### src/hdl/mtd_pkg.sv
// Shared types and constants of the Morse text decoder.
// No dependencies; used by every module of the block.
`default_nettype none
package mtd_pkg;

  typedef struct packed {
    logic [7:0] in_byte;
    logic       end_of_input;
  } in_item_t;

  typedef struct packed {
    logic [7:0] out_char;
    logic       last;
  } out_item_t;

  // One queue entry: the one or two characters caused by one input item.
  typedef struct packed {
    logic       two;
    logic [7:0] char0;
    logic [7:0] char1;
  } entry_t;

  typedef enum logic [1:0] {
    MODE_SKIP  = 2'd0,
    MODE_TOKEN = 2'd1,
    MODE_GAP   = 2'd2
  } mode_t;

  localparam logic [2:0] MAX_SYMBOLS = 3'd5;
  localparam logic [2:0] GAP_LIMIT   = 3'd4;
  localparam logic [2:0] SPACE_MAX   = 3'd7;
  localparam int         NUM_CODES   = 36;

  localparam logic [7:0] CH_SPACE   = 8'h20;
  localparam logic [7:0] CH_NEWLINE = 8'h0A;
  localparam logic [7:0] CH_TAB     = 8'h09;
  localparam logic [7:0] CH_CR      = 8'h0D;
  localparam logic [7:0] CH_DOT     = 8'h2E;
  localparam logic [7:0] CH_DASH    = 8'h2D;

  typedef struct packed {
    logic [2:0] len;
    logic [4:0] bits;
    logic [7:0] ch;
  } code_t;

  typedef struct packed {
    logic       hit;
    logic [7:0] ch;
  } match_t;

  // Code length, symbols (first symbol in bit 0, dash = 1), character.
  localparam code_t CODE_TABLE [NUM_CODES] = '{
    '{3'd2, 5'd2,  8'h41}, '{3'd4, 5'd1,  8'h42}, '{3'd4, 5'd5,  8'h43},
    '{3'd3, 5'd1,  8'h44}, '{3'd1, 5'd0,  8'h45}, '{3'd4, 5'd4,  8'h46},
    '{3'd3, 5'd3,  8'h47}, '{3'd4, 5'd0,  8'h48}, '{3'd2, 5'd0,  8'h49},
    '{3'd4, 5'd14, 8'h4A}, '{3'd3, 5'd5,  8'h4B}, '{3'd4, 5'd2,  8'h4C},
    '{3'd2, 5'd3,  8'h4D}, '{3'd2, 5'd1,  8'h4E}, '{3'd3, 5'd7,  8'h4F},
    '{3'd4, 5'd6,  8'h50}, '{3'd4, 5'd11, 8'h51}, '{3'd3, 5'd2,  8'h52},
    '{3'd3, 5'd0,  8'h53}, '{3'd1, 5'd1,  8'h54}, '{3'd3, 5'd4,  8'h55},
    '{3'd4, 5'd8,  8'h56}, '{3'd3, 5'd6,  8'h57}, '{3'd4, 5'd9,  8'h58},
    '{3'd4, 5'd13, 8'h59}, '{3'd4, 5'd3,  8'h5A},
    '{3'd5, 5'd30, 8'h31}, '{3'd5, 5'd28, 8'h32}, '{3'd5, 5'd24, 8'h33},
    '{3'd5, 5'd16, 8'h34}, '{3'd5, 5'd0,  8'h35}, '{3'd5, 5'd1,  8'h36},
    '{3'd5, 5'd3,  8'h37}, '{3'd5, 5'd7,  8'h38}, '{3'd5, 5'd15, 8'h39},
    '{3'd5, 5'd31, 8'h30}
  };

  // Codes are unique, so an OR over all entries gives the single match.
  function automatic match_t lookup(input logic [2:0] len, input logic [4:0] bits);
    match_t m;
    m = '0;
    for (int i = 0; i < NUM_CODES; i++) begin
      if (CODE_TABLE[i].len == len && CODE_TABLE[i].bits == bits) begin
        m.hit = 1'b1;
        m.ch  = m.ch | CODE_TABLE[i].ch;
      end
    end
    return m;
  endfunction

endpackage
`default_nettype wire

### src/hdl/mtd_front.sv
// Front end: takes text bytes, tracks token and space-run state, and
// queues the characters each byte causes. Depends on mtd_pkg.
`default_nettype none
module mtd_front (
  input  wire logic              clk,
  input  wire logic              rst,
  input  wire logic              item_valid,
  output logic                   item_ready,
  input  wire mtd_pkg::in_item_t item,
  input  wire logic              full,
  output logic                   push,
  output mtd_pkg::entry_t        push_data
);

  mtd_pkg::mode_t mode, mode_next;
  logic [4:0] code_bits, code_bits_next;
  logic [2:0] code_length, code_length_next;
  logic       token_invalid, token_invalid_next;
  logic [2:0] space_count, space_count_next;

  logic           accept, ws, is_dot, is_dash, is_sym, gap_long, tok_hit;
  logic [7:0]     b;
  mtd_pkg::match_t tok;
  logic           a_v, b_v;
  logic [7:0]     a_c;

  assign item_ready = !full;
  assign accept     = item_valid && !full;
  assign b          = item.in_byte;
  assign ws         = (b == mtd_pkg::CH_SPACE) ||
                      (b >= mtd_pkg::CH_TAB && b <= mtd_pkg::CH_CR);
  assign is_dot     = (b == mtd_pkg::CH_DOT);
  assign is_dash    = (b == mtd_pkg::CH_DASH);
  assign is_sym     = is_dot || is_dash;
  assign gap_long   = space_count > mtd_pkg::GAP_LIMIT;
  assign tok        = mtd_pkg::lookup(code_length, code_bits);
  assign tok_hit    = tok.hit && !token_invalid;

  always_ff @(posedge clk) begin
    if (rst) begin
      mode          <= mtd_pkg::MODE_SKIP;
      code_bits     <= '0;
      code_length   <= '0;
      token_invalid <= 1'b0;
      space_count   <= '0;
    end else if (accept) begin
      mode          <= mode_next;
      code_bits     <= code_bits_next;
      code_length   <= code_length_next;
      token_invalid <= token_invalid_next;
      space_count   <= space_count_next;
    end
  end

  always_comb begin
    mode_next          = mode;
    code_bits_next     = code_bits;
    code_length_next   = code_length;
    token_invalid_next = token_invalid;
    space_count_next   = space_count;
    a_v = 1'b0;
    a_c = mtd_pkg::CH_SPACE;
    b_v = 1'b0;
    if (item.end_of_input) begin
      // flush, then back to reset state
      if (mode == mtd_pkg::MODE_TOKEN) begin
        a_v = tok_hit;
        a_c = tok.ch;
      end else if (mode == mtd_pkg::MODE_GAP) begin
        a_v = gap_long;
      end
      mode_next          = mtd_pkg::MODE_SKIP;
      code_bits_next     = '0;
      code_length_next   = '0;
      token_invalid_next = 1'b0;
      space_count_next   = '0;
    end else begin
      unique case (mode)
        mtd_pkg::MODE_TOKEN: begin
          if (ws) begin
            a_v = tok_hit;
            a_c = tok.ch;
            space_count_next = '0;
            if (b == mtd_pkg::CH_SPACE) begin
              space_count_next = 3'd1;
              mode_next        = mtd_pkg::MODE_GAP;
            end else begin
              b_v       = (b == mtd_pkg::CH_NEWLINE);
              mode_next = mtd_pkg::MODE_SKIP;
            end
          end else if (!is_sym || code_length >= mtd_pkg::MAX_SYMBOLS) begin
            token_invalid_next = 1'b1;
          end else begin
            code_bits_next   = code_bits | (5'(is_dash) << code_length);
            code_length_next = code_length + 3'd1;
          end
        end
        mtd_pkg::MODE_GAP: begin
          if (b == mtd_pkg::CH_SPACE) begin
            if (space_count != mtd_pkg::SPACE_MAX) begin
              space_count_next = space_count + 3'd1;
            end
          end else begin
            if (gap_long) begin
              a_v = 1'b1;
            end else if (b == mtd_pkg::CH_NEWLINE) begin
              a_v = 1'b1;
              a_c = mtd_pkg::CH_NEWLINE;
            end
            space_count_next = '0;
            if (ws) begin
              mode_next = mtd_pkg::MODE_SKIP;
            end else begin
              mode_next          = mtd_pkg::MODE_TOKEN;
              code_bits_next     = {4'd0, is_dash};
              code_length_next   = {2'd0, is_sym};
              token_invalid_next = !is_sym;
            end
          end
        end
        default: begin
          // skipping whitespace; the unused mode code behaves the same
          mode_next = mtd_pkg::MODE_SKIP;
          if (!ws) begin
            mode_next          = mtd_pkg::MODE_TOKEN;
            code_bits_next     = {4'd0, is_dash};
            code_length_next   = {2'd0, is_sym};
            token_invalid_next = !is_sym;
            space_count_next   = '0;
          end
        end
      endcase
    end
  end

  always_comb begin
    push            = accept && (a_v || b_v);
    push_data.two   = a_v && b_v;
    push_data.char0 = a_v ? a_c : mtd_pkg::CH_NEWLINE;
    push_data.char1 = mtd_pkg::CH_NEWLINE;
  end

endmodule
`default_nettype wire

### src/hdl/mtd_fifo.sv
// Small queue of result entries between front and back end.
// Depends on mtd_pkg for the entry type.
`default_nettype none
module mtd_fifo #(
  parameter int DEPTH = 4
) (
  input  wire logic            clk,
  input  wire logic            rst,
  input  wire logic            push,
  input  wire mtd_pkg::entry_t push_data,
  output logic                 full,
  input  wire logic            pop,
  output logic                 empty,
  output mtd_pkg::entry_t      pop_data
);

  localparam int PW = (DEPTH > 1) ? $clog2(DEPTH) : 1;
  localparam int CW = $clog2(DEPTH + 1);

  mtd_pkg::entry_t mem [DEPTH];
  logic [PW-1:0] wr_ptr, rd_ptr;
  logic [CW-1:0] count;
  logic          do_push, do_pop;

  assign full     = (count == CW'(DEPTH));
  assign empty    = (count == '0);
  assign do_push  = push && !full;
  assign do_pop   = pop && !empty;
  assign pop_data = mem[rd_ptr];

  always_ff @(posedge clk) begin
    if (do_push) begin
      mem[wr_ptr] <= push_data;
    end
  end

  always_ff @(posedge clk) begin
    if (rst) begin
      wr_ptr <= '0;
      rd_ptr <= '0;
      count  <= '0;
    end else begin
      if (do_push) begin
        wr_ptr <= (wr_ptr == PW'(DEPTH - 1)) ? '0 : wr_ptr + PW'(1);
      end
      if (do_pop) begin
        rd_ptr <= (rd_ptr == PW'(DEPTH - 1)) ? '0 : rd_ptr + PW'(1);
      end
      if (do_push && !do_pop) begin
        count <= count + CW'(1);
      end else if (do_pop && !do_push) begin
        count <= count - CW'(1);
      end
    end
  end

endmodule
`default_nettype wire

### src/hdl/mtd_back.sv
// Back end: output register that sends each queued entry as one or two
// result transfers. Depends on mtd_pkg.
`default_nettype none
module mtd_back (
  input  wire logic            clk,
  input  wire logic            rst,
  input  wire logic            empty,
  input  wire mtd_pkg::entry_t pop_data,
  output logic                 pop,
  output logic                 result_valid,
  input  wire logic            result_ready,
  output mtd_pkg::out_item_t   result
);

  mtd_pkg::entry_t cur;
  logic            busy;
  logic            second;
  logic            is_last;
  logic            done;

  assign is_last      = !cur.two || second;
  assign result_valid = busy;
  assign result.out_char = second ? cur.char1 : cur.char0;
  assign result.last     = is_last;
  assign done         = busy && result_ready && is_last;
  assign pop          = !empty && (!busy || done);

  always_ff @(posedge clk) begin
    if (pop) begin
      cur <= pop_data;
    end
  end

  always_ff @(posedge clk) begin
    if (rst) begin
      busy   <= 1'b0;
      second <= 1'b0;
    end else if (pop) begin
      busy   <= 1'b1;
      second <= 1'b0;
    end else if (done) begin
      busy   <= 1'b0;
      second <= 1'b0;
    end else if (busy && result_ready) begin
      second <= 1'b1;
    end
  end

endmodule
`default_nettype wire

### src/hdl/morse_text_decoder.sv
// Top level of the Morse text decoder: front end, result queue, back end.
// Depends on mtd_pkg, mtd_front, mtd_fifo and mtd_back.
`default_nettype none
// Decodes ASCII text of dot/dash tokens, one byte per input transfer, into
// letters A-Z, digits 0-9, spaces (after more than four spaces between
// tokens) and newlines. Input bytes are taken one per cycle while the result
// queue has room; the front end updates the token state and looks up a
// finished token in the same cycle it takes the byte. A byte may cause zero,
// one or two characters; they are queued as one entry and the back end sends
// them at one result transfer per cycle while result_ready is high, with last
// set on the final one. Each entry passes the queue, then the output register.
// Sustained input rate is one byte per cycle; it drops only when the output
// side stalls long enough that the QUEUE_DEPTH-entry queue fills. An input
// with end_of_input set flushes a pending token or space run and returns the
// parser to its reset state; in_byte is ignored in that transfer.
module morse_text_decoder #(
  parameter int QUEUE_DEPTH = 4
) (
  input  wire logic               clk,
  input  wire logic               rst,
  input  wire logic               item_valid,
  output logic                    item_ready,
  input  wire mtd_pkg::in_item_t  item,
  output logic                    result_valid,
  input  wire logic               result_ready,
  output mtd_pkg::out_item_t      result
);

  logic            push, full, pop, empty;
  mtd_pkg::entry_t push_data, pop_data;

  // parser and token lookup
  mtd_front u_front (
    .clk        (clk),
    .rst        (rst),
    .item_valid (item_valid),
    .item_ready (item_ready),
    .item       (item),
    .full       (full),
    .push       (push),
    .push_data  (push_data)
  );

  // decouples input transfers from output stalls
  mtd_fifo #(
    .DEPTH (QUEUE_DEPTH)
  ) u_fifo (
    .clk       (clk),
    .rst       (rst),
    .push      (push),
    .push_data (push_data),
    .full      (full),
    .pop       (pop),
    .empty     (empty),
    .pop_data  (pop_data)
  );

  // serializes each entry into result transfers
  mtd_back u_back (
    .clk          (clk),
    .rst          (rst),
    .empty        (empty),
    .pop_data     (pop_data),
    .pop          (pop),
    .result_valid (result_valid),
    .result_ready (result_ready),
    .result       (result)
  );

endmodule
`default_nettype wire

### config.mk
export PLATFORM = sky130hd
export DESIGN_NAME = morse_text_decoder
export DESIGN_NICKNAME = d
export VERILOG_FILES = /design/src/hdl/mtd_pkg.sv /design/src/hdl/mtd_front.sv /design/src/hdl/mtd_fifo.sv /design/src/hdl/mtd_back.sv /design/src/hdl/morse_text_decoder.sv
export SDC_FILE = /design/constraint.sdc
export NUM_CORES = 1
export LEC_CHECK = 0
export BUFFER_PORTS_ARGS = -buffer_cell sky130_fd_sc_hd__clkbuf_2
export CORE_MARGIN = 1.5
export CORE_UTILIZATION = 41
export CTS_CLUSTER_DIAMETER = 150
export DETAILED_ROUTE_END_ITERATION = 8
export PLACE_DENSITY = 0.57
export SYNTH_ARGS = -nofsm -noshare
export SYNTH_HDL_FRONTEND = slang
export SYNTH_HIERARCHICAL = 1
export SYNTH_SLANG_ARGS = --single-unit
### constraint.sdc
create_clock -name clk -period 9.14 [get_ports clk]
set_clock_uncertainty 0.05 [all_clocks]
set_input_delay 1.371 -clock clk [delete_from_list [all_inputs] [get_ports clk]]
set_output_delay 1.371 -clock clk [all_outputs]
set_load 0.005 [all_outputs]
Word level (Yosys, flattened, before mapping)
Memories as Yosys holds them, arrays and structs flattened. A register that Yosys moved wholly into a read port is not among the register bits.
Cells that the tools add are included.
- bits in latches: 0
- output and inout port bits: 11
- ROM bits: 0
- memories: 1
- memory bits (writable): 36
- logic and storage cells: 363
- bits of input ports: 13
- bits in registers: 31
- memories (name ; words ; width ; rd ports ; clocked after memory_dff ; wr ports ; RTL line ; text):
    u_fifo.mem ; 4 ; 9 ; 1 ; 1 ; 1 ; mtd_fifo.sv:20 ; mtd_pkg::entry_t mem [DEPTH];
- divide/modulo/power cells: 0
- magnitude comparators: 4
- shifts and indexed selects: 1
- $mul: 0
- eq/ne operators: 40
- $add $sub $neg: 6
- reduce and logical (&&, ||, !) cells: 75
- multiplexer cells: 224
- bitwise gates (word level): 1
- operator list (cell ; count):
    two-way mux 9 bit ; 36
    two-way mux 8 bit ; 20
    two-way mux 3 bit ; 45
    two-way mux 5 bit ; 20
    two-way mux 1 bit ; 70
    two-way mux 2 bit ; 25
    logical AND 1 bit ; 48
    == test 4 x 5 -> 1 bit (first input constant) ; 6
    == test 5 bit (first input constant) ; 5
    == test 8 x 6 -> 1 bit (second input constant) ; 3
    == test 3 x 5 -> 1 bit (first input constant) ; 4
    != test 4 bit (second input constant) ; 4
    one-hot mux 8 bit (2 select lines) ; 1
    one-hot mux 3 bit (2 select lines) ; 2
    AND reduction 4 bit ; 3
    == test 2 x 5 -> 1 bit (first input constant) ; 2
    one-hot mux 5 bit (2 select lines) ; 1
    adder 3 x 1 -> 3 bit (second input constant) ; 3
    == test 8 x 4 -> 1 bit (second input constant) ; 1
    greater-or-equal comparator 8 x 4 -> 1 bit (second input constant) ; 1
    less-or-equal comparator 8 x 4 -> 1 bit (second input constant) ; 1
    logical NOT 1 bit ; 8
    == test 2 bit (second input constant) ; 3
    == test 2 x 3 -> 1 bit (first input constant) ; 2
    26 further kinds ; 37

Depth between registers and ports, before layout
- depth after elaboration: 55
- depth in mapped cells: 16
- mapped depth without buffers: 16

Modules after synthesis
Netlist, hierarchy kept.
- by module, submodules not included (module ; sequential area each (µm²) ; cells an instance ; area each (µm²) ; instances):
    mtd_fifo ; 2222.1 ; 139 ; 2956.6 ; 1
    mtd_front ; 280.3 ; 276 ; 1968.1 ; 1
    mtd_back ; 550.5 ; 38 ; 725.7 ; 1

Worst setup path after synthesis
No wires, ideal clock.
- path type: input-to-reg
- from: in item[5] in the netlist's numbering
- to: reg u_fifo.count[2]
- library setup time: 0.070 ns
- buffers on the path: 0
- stages: 14
- data arrival time: 4.544 ns
- slack: 4.476 ns
- path through: or3_4 or4_4 a21oi_1 o21a_1 nor2_1 o41ai_2 bufinv_8 nor2_2 ha_1 inv_1 fa_1 xor2_1 or3_1 a21oi_1
- cells in the longest elaborated chain, start to end: 22
- elaborated cells on any way between the ends: 43
- RTL lines (element ; RTL line ; text):
    start: declaration ; morse_text_decoder.sv:23 ; input wire mtd_pkg::in_item_t item,
    == test 8 x 4 -> 1 bit ; mtd_front.sv:88, mtd_front.sv:106 ;
    two-way mux 1 bit ; mtd_front.sv:106 ; end else if (b == mtd_pkg::CH_NEWLINE) begin
    two-way mux 1 bit ; mtd_front.sv:104 ; if (gap_long) begin
    two-way mux 1 bit ; mtd_front.sv:99 ; if (b == mtd_pkg::CH_SPACE) begin
    two-way mux 1 bit ; mtd_front.sv:78 ; unique case (mode)
    two-way mux 1 bit ; mtd_front.sv:64 ; if (item.end_of_input) begin
    two-way mux 1 bit ; mtd_front.sv:104 ;
    two-way mux 1 bit ; mtd_front.sv:99 ;
    [... 8 more ...] ; n/a ;
    logical OR 1 bit (*) ; mtd_front.sv:137 ; push = accept && (a_v || b_v);
    logical AND 1 bit (*) ; mtd_front.sv:137 ;
    net push ; morse_text_decoder.sv:29 ; logic push, full, pop, empty;
    logical AND 1 bit (*) ; mtd_fifo.sv:27 ; assign do_push = push && !full;
    net u_fifo.do_push ; mtd_fifo.sv:23 ; logic do_push, do_pop;
    logical AND 1 bit or logical NOT 1 bit (tied branches) ; mtd_fifo.sv:49, mtd_fifo.sv:51 ;
    two-way mux 3 bit or logical AND 1 bit (tied branches) ; mtd_fifo.sv:49, mtd_fifo.sv:51 ;
    two-way mux 3 bit or nonzero test 3 bit (tied branches) ; n/a ;
    end signal: assignment ; mtd_fifo.sv:50 ; count <= count + CW'(1);
    end signal: assignment ; mtd_fifo.sv:52 ; count <= count - CW'(1);
    end: declaration ; mtd_fifo.sv:22 ; logic [CW-1:0] count;
The timed path passes the listed nets; every way through them passes the cells marked *. The select of a mux whose other input is x is not followed.
A chain may end at the register's enable or synchronous reset.

Final worst setup path
Same ends and word-level chain as after synthesis.

==> run_results.csv <==
group,metric,value,unit
floorplan,ios,24,
placement,io_buffers,23,
logic_synthesis,yosys-mux-area-fraction,0.09898,
logic_synthesis,syn_area_per_cell,12.47,um2
logic_synthesis,synthArstFlopShare,0,
critical_path,timing.rr.start,"u_front/code_length[2]$_SDFFE_PP0P_",
clock_tree,cts_setup_buffers,0,
grt,grt-ovfl-total,0,
logic_synthesis,syn_area,0.005650,mm2
grt,grt_pass1_vias,3524,
clock_tree,insertion_delay,0.35,ns
critical_path,crit_family,"simple AND/OR/NAND/NOR gates",
critical_path,max_stage_delay,0.56,ns
routing,wl,10960,um
sta,slew_headroom,0.3565,
worst_hold_path,hp-start,"u_front/space_count[1]$_SDFFE_PP0P_",
critical_path,ff2ff_path_depth,16,
sta,drv_slew,0,
floorplan,die_h,120.4,um
critical_path,slowest_stage,"or4_4",
power,vdd_drop_max,86.09,uV
grt,grt_start_max_net_pins,27,
critical_path,reg2reg_to,"u_fifo/count[2]$_SDFFE_PP0P_",
floorplan,die_x,120.4,um
sta,worst_pin_slew,0.9653,ns
run,cap_violations,0,
logic_synthesis,seq_area_frac_synth,0.5403,
critical_path,crit_chain,"clkbuf_2, or3_4, or4_4, a21oi_1, o21a_1, nor2_1, o41ai_2, bufinv_8, nor2_2, ha_1, inv_1, fa_1, xor2_1, or3_1, a21oi_1",
placement,pre_cts_slack,4.072,ns
placement,place.gp.congestion,0.8582,
run_status,status,"finished, final reports clean",
grt,grt_usage,0.1589,
critical_path,worstSetupPathType,"input port to flop",
grt,grt_pass1_wl,17750,um
logic_synthesis,synth_simple_gate_area_share,0.1377,
final_layout,fin_util,0.4584,
floorplan,die-area,0.01450,mm2
clock_tree,htreeDepth,3,
floorplan,start_util,0.4233,
logic_synthesis,synth_xor_area_frac,0.004650,
placement,hpwl,7188,um
critical_path,r2r_setup_slack,4.56,ns
routing,antenna_left,0,
final_layout,num_antenna_cells,0,
logic_synthesis,synth_cell_type_count,85,
routing,drtPass1Iterations,5,
floorplan,core,0.01335,mm2
final_layout,fin_nets,495,
logic_synthesis,yosysWarnings,6,
critical_path,cp_num_buf_inv,3,
routing,wl_per_cell,16.96,um
routing,drc,0,
clock_tree,postCtsHoldBufs,0,
sta,rsz0062_at_grt,"no",
clock_tree,clk_path_buf_depth,2,
critical_path,critPathArrivalTime,4.96,ns
sta,tns,0,ns
logic_synthesis,synth_compound_area_frac,0.1256,
routing,drtIter0Drc,268,
logic_synthesis,synth_cells,453,
clock_tree,cts_tree,"yes",
worst_hold_path,hp-class,"flop to flop",
clock_tree,cts_root_buf,"clkbuf_16",
critical_path,path_max_fanout,7,
clock_tree,numCtsBuffers,9,
logic_synthesis,synth_adder_area_share,0.03897,
clock_tree,clkSlewWorstSetupHoldPaths,0.07,ns
sta,fmax,210.8,MHz
logic_synthesis,synth_top_family_by_area,"simple AND/OR/NAND/NOR gates",
power,p_leak,2.066,nW
power,finalPower,0.0009463,W
routing,vias,3588,
grt,grt_antenna_before_repair,0,
clock_tree,cts.repair.resized,0,
clock_tree,clock_sinks,110,
sta,finalHoldWorstSlack,0.4450,ns
critical_path,cpMostUsedCell,"a21oi_1",
logic_synthesis,ys_ff_latch,110,
sta,finalCritPeriodShare,0.5191,
worst_hold_path,hold_end,"u_front/space_count[1]$_SDFFE_PP0P_",
logic_synthesis,synth_edf_count,85,
power,power_density,154.7,mW/mm2
sta,finalSetupViolations,0,
critical_path,critPathCaptureType,"flop",
worst_hold_path,hold-path-cell-count,2,
sta,hold_viol,0,
sta,setup_slack,4.395,ns
logic_synthesis,synth_ff_type,"edfxtp_1",
critical_path,crit_required,9.36,ns
routing,vias_per_cell,5.554,
sta,period_minus_slack,4.745,ns
final_layout,drive_gt1_frac,0.1830,
floorplan,std_cell_rows,42,
final_layout,synthToLayoutAreaGrowth,8.282,%
critical_path,start_kind,"input port",
-- cells by family (layout without fill, tap and decap cells) --
logic type / count (synthesis) / after routing
and+or+nand+nor: 135 / 135
other: 2 / 9
muxes: 33 / 33
xor gates and xnor gates: 3 / 3
adders and majority gates: 17 / 17
buffers and inverters: 55 / 65
AOI/OAI and AO/OA: 98 / 98
DFF: 110 / 110
-- tightest hold or removal path, cell delays in order, from the launching register on --
cell,delay [ns]
dfxtp_1,0.33
nand2_1,0.06
mux2i_1,0.05
-- cell type report --
cell class | instances | area, um2
Clock buffer | 10 | 229.0
Clock inverter | 6 | 46.29
Tap cell | 176 | 220.2
Sequential cell | 110 | 3053
Inverter | 24 | 108.9
Timing Repair Buffer | 25 | 130.1
Multi-Input combinational cell | 295 | 2331
Fill cell | 1191 | 7229
-- Yosys cell counts (all sizes together) (3+ instances only) --
cell type,instances,share of area
nand4b,3,0.0047
nor3,3,0.0027
a21oi,22,0.020
nand2,18,0.013
a41oi,4,0.0062
nor4,4,0.0055
nand4,3,0.0033
a211oi,5,0.0089
nor2b,11,0.012
nand3b,3,0.0040
o21ai,20,0.018
ha,16,0.035
nand3,11,0.0097
mux4,17,0.068
o31ai,5,0.0084
a31oi,5,0.0066
buf,20,0.026
nor2,35,0.024
inv,21,0.014
a311oi,4,0.0062
dfxtp,25,0.089
mux2i,6,0.011
nand2b,7,0.0091
and3,10,0.011
o41ai,3,0.0060
a22o,3,0.0047
clkbuf,11,0.0075
edfxtp,85,0.45
mux2,10,0.021
and2,6,0.0066
nor3b,3,0.0040
or3,6,0.0075
-- metrics by stage --
stage                     std cells  cell area (um2)
after floorplan                 460             5677
after global routing            646             6118
after detailed placement        630             5843
after global placement          630             5843
final                           646             6118
after CTS                       646             6118
-- placed cells by master, fill, tap and decap left out, types with 4 or more instances in the layout --
cell type,Yosys,routed
or3_1,5,5
ha_1,16,16
o21ai_1,5,5
mux2i_1,6,6
and2_1,6,6
mux2_2,9,9
a41oi_1,4,4
a311oi_1,4,4
nand2b_1,6,6
a31oi_1,4,4
a21oi_1,21,20
inv_1,20,20
mux4_2,17,17
dfxtp_1,25,25
conb_1,2,9
and3_1,10,10
nand2_1,17,17
clkbuf_16,0,9
a211oi_1,4,4
nor2_1,34,34
nor2b_1,11,11
edfxtp_1,85,85
clkbuf_2,1,23
o21ai_0,15,15
nand3_1,11,11
-- sequential cells by signal, summed over array words and instances, names as in the netlist, named ones only --
register,flops
u_front/code_bits,5
u_front/code_length,3
u_front/token_invalid,1
u_back/second,1
u_back/result_valid,1
u_front/mode,2
u_fifo/rd_ptr,2
u_fifo/wr_ptr,2
u_front/space_count,3
u_fifo/count,3
u_back/cur,17
u_fifo/mem,68
-- routing by layer --
metal / GRT usage / part of all wire / vias up
met5: 0 / 0 / -
met2: 0.2585 / 0.49 / 90
li1: - / - / 1745
met1: 0.2063 / 0.45 / 1741
met4: 0.05809 / 0.017 / 0
met3: 0.03962 / 0.039 / 12
-- where the power goes --
part | internal (W) | leakage [nW] | total (W) | switching (W)
clock network | 0.000188 | 0.136 | 0.000368 | 0.000181
logic | 0.0000136 | 0.934 | 0.0000390 | 0.0000254
registers | 0.000536 | 0.996 | 0.000539 | 0.00000317
total | 0.000737 | 2.07 | 0.000946 | 0.000209
-- worst max-delay path by stage --
stage	from	endpoint	cells after the start
finish	item[5]	u_fifo/count[2]$_SDFFE_PP0P_	15
global route	item[5]	u_fifo/count[2]$_SDFFE_PP0P_	15
CTS	item[5]	u_fifo/count[2]$_SDFFE_PP0P_	15
detailed placement	item[5]	u_fifo/count[2]$_SDFFE_PP0P_	15
global placement	item[5]	u_fifo/count[2]$_SDFFE_PP0P_	15
floorplan	item[5]	u_fifo/count[2]$_SDFFE_PP0P_	14
No activity file was read; power rests on OpenSTA's default activity.
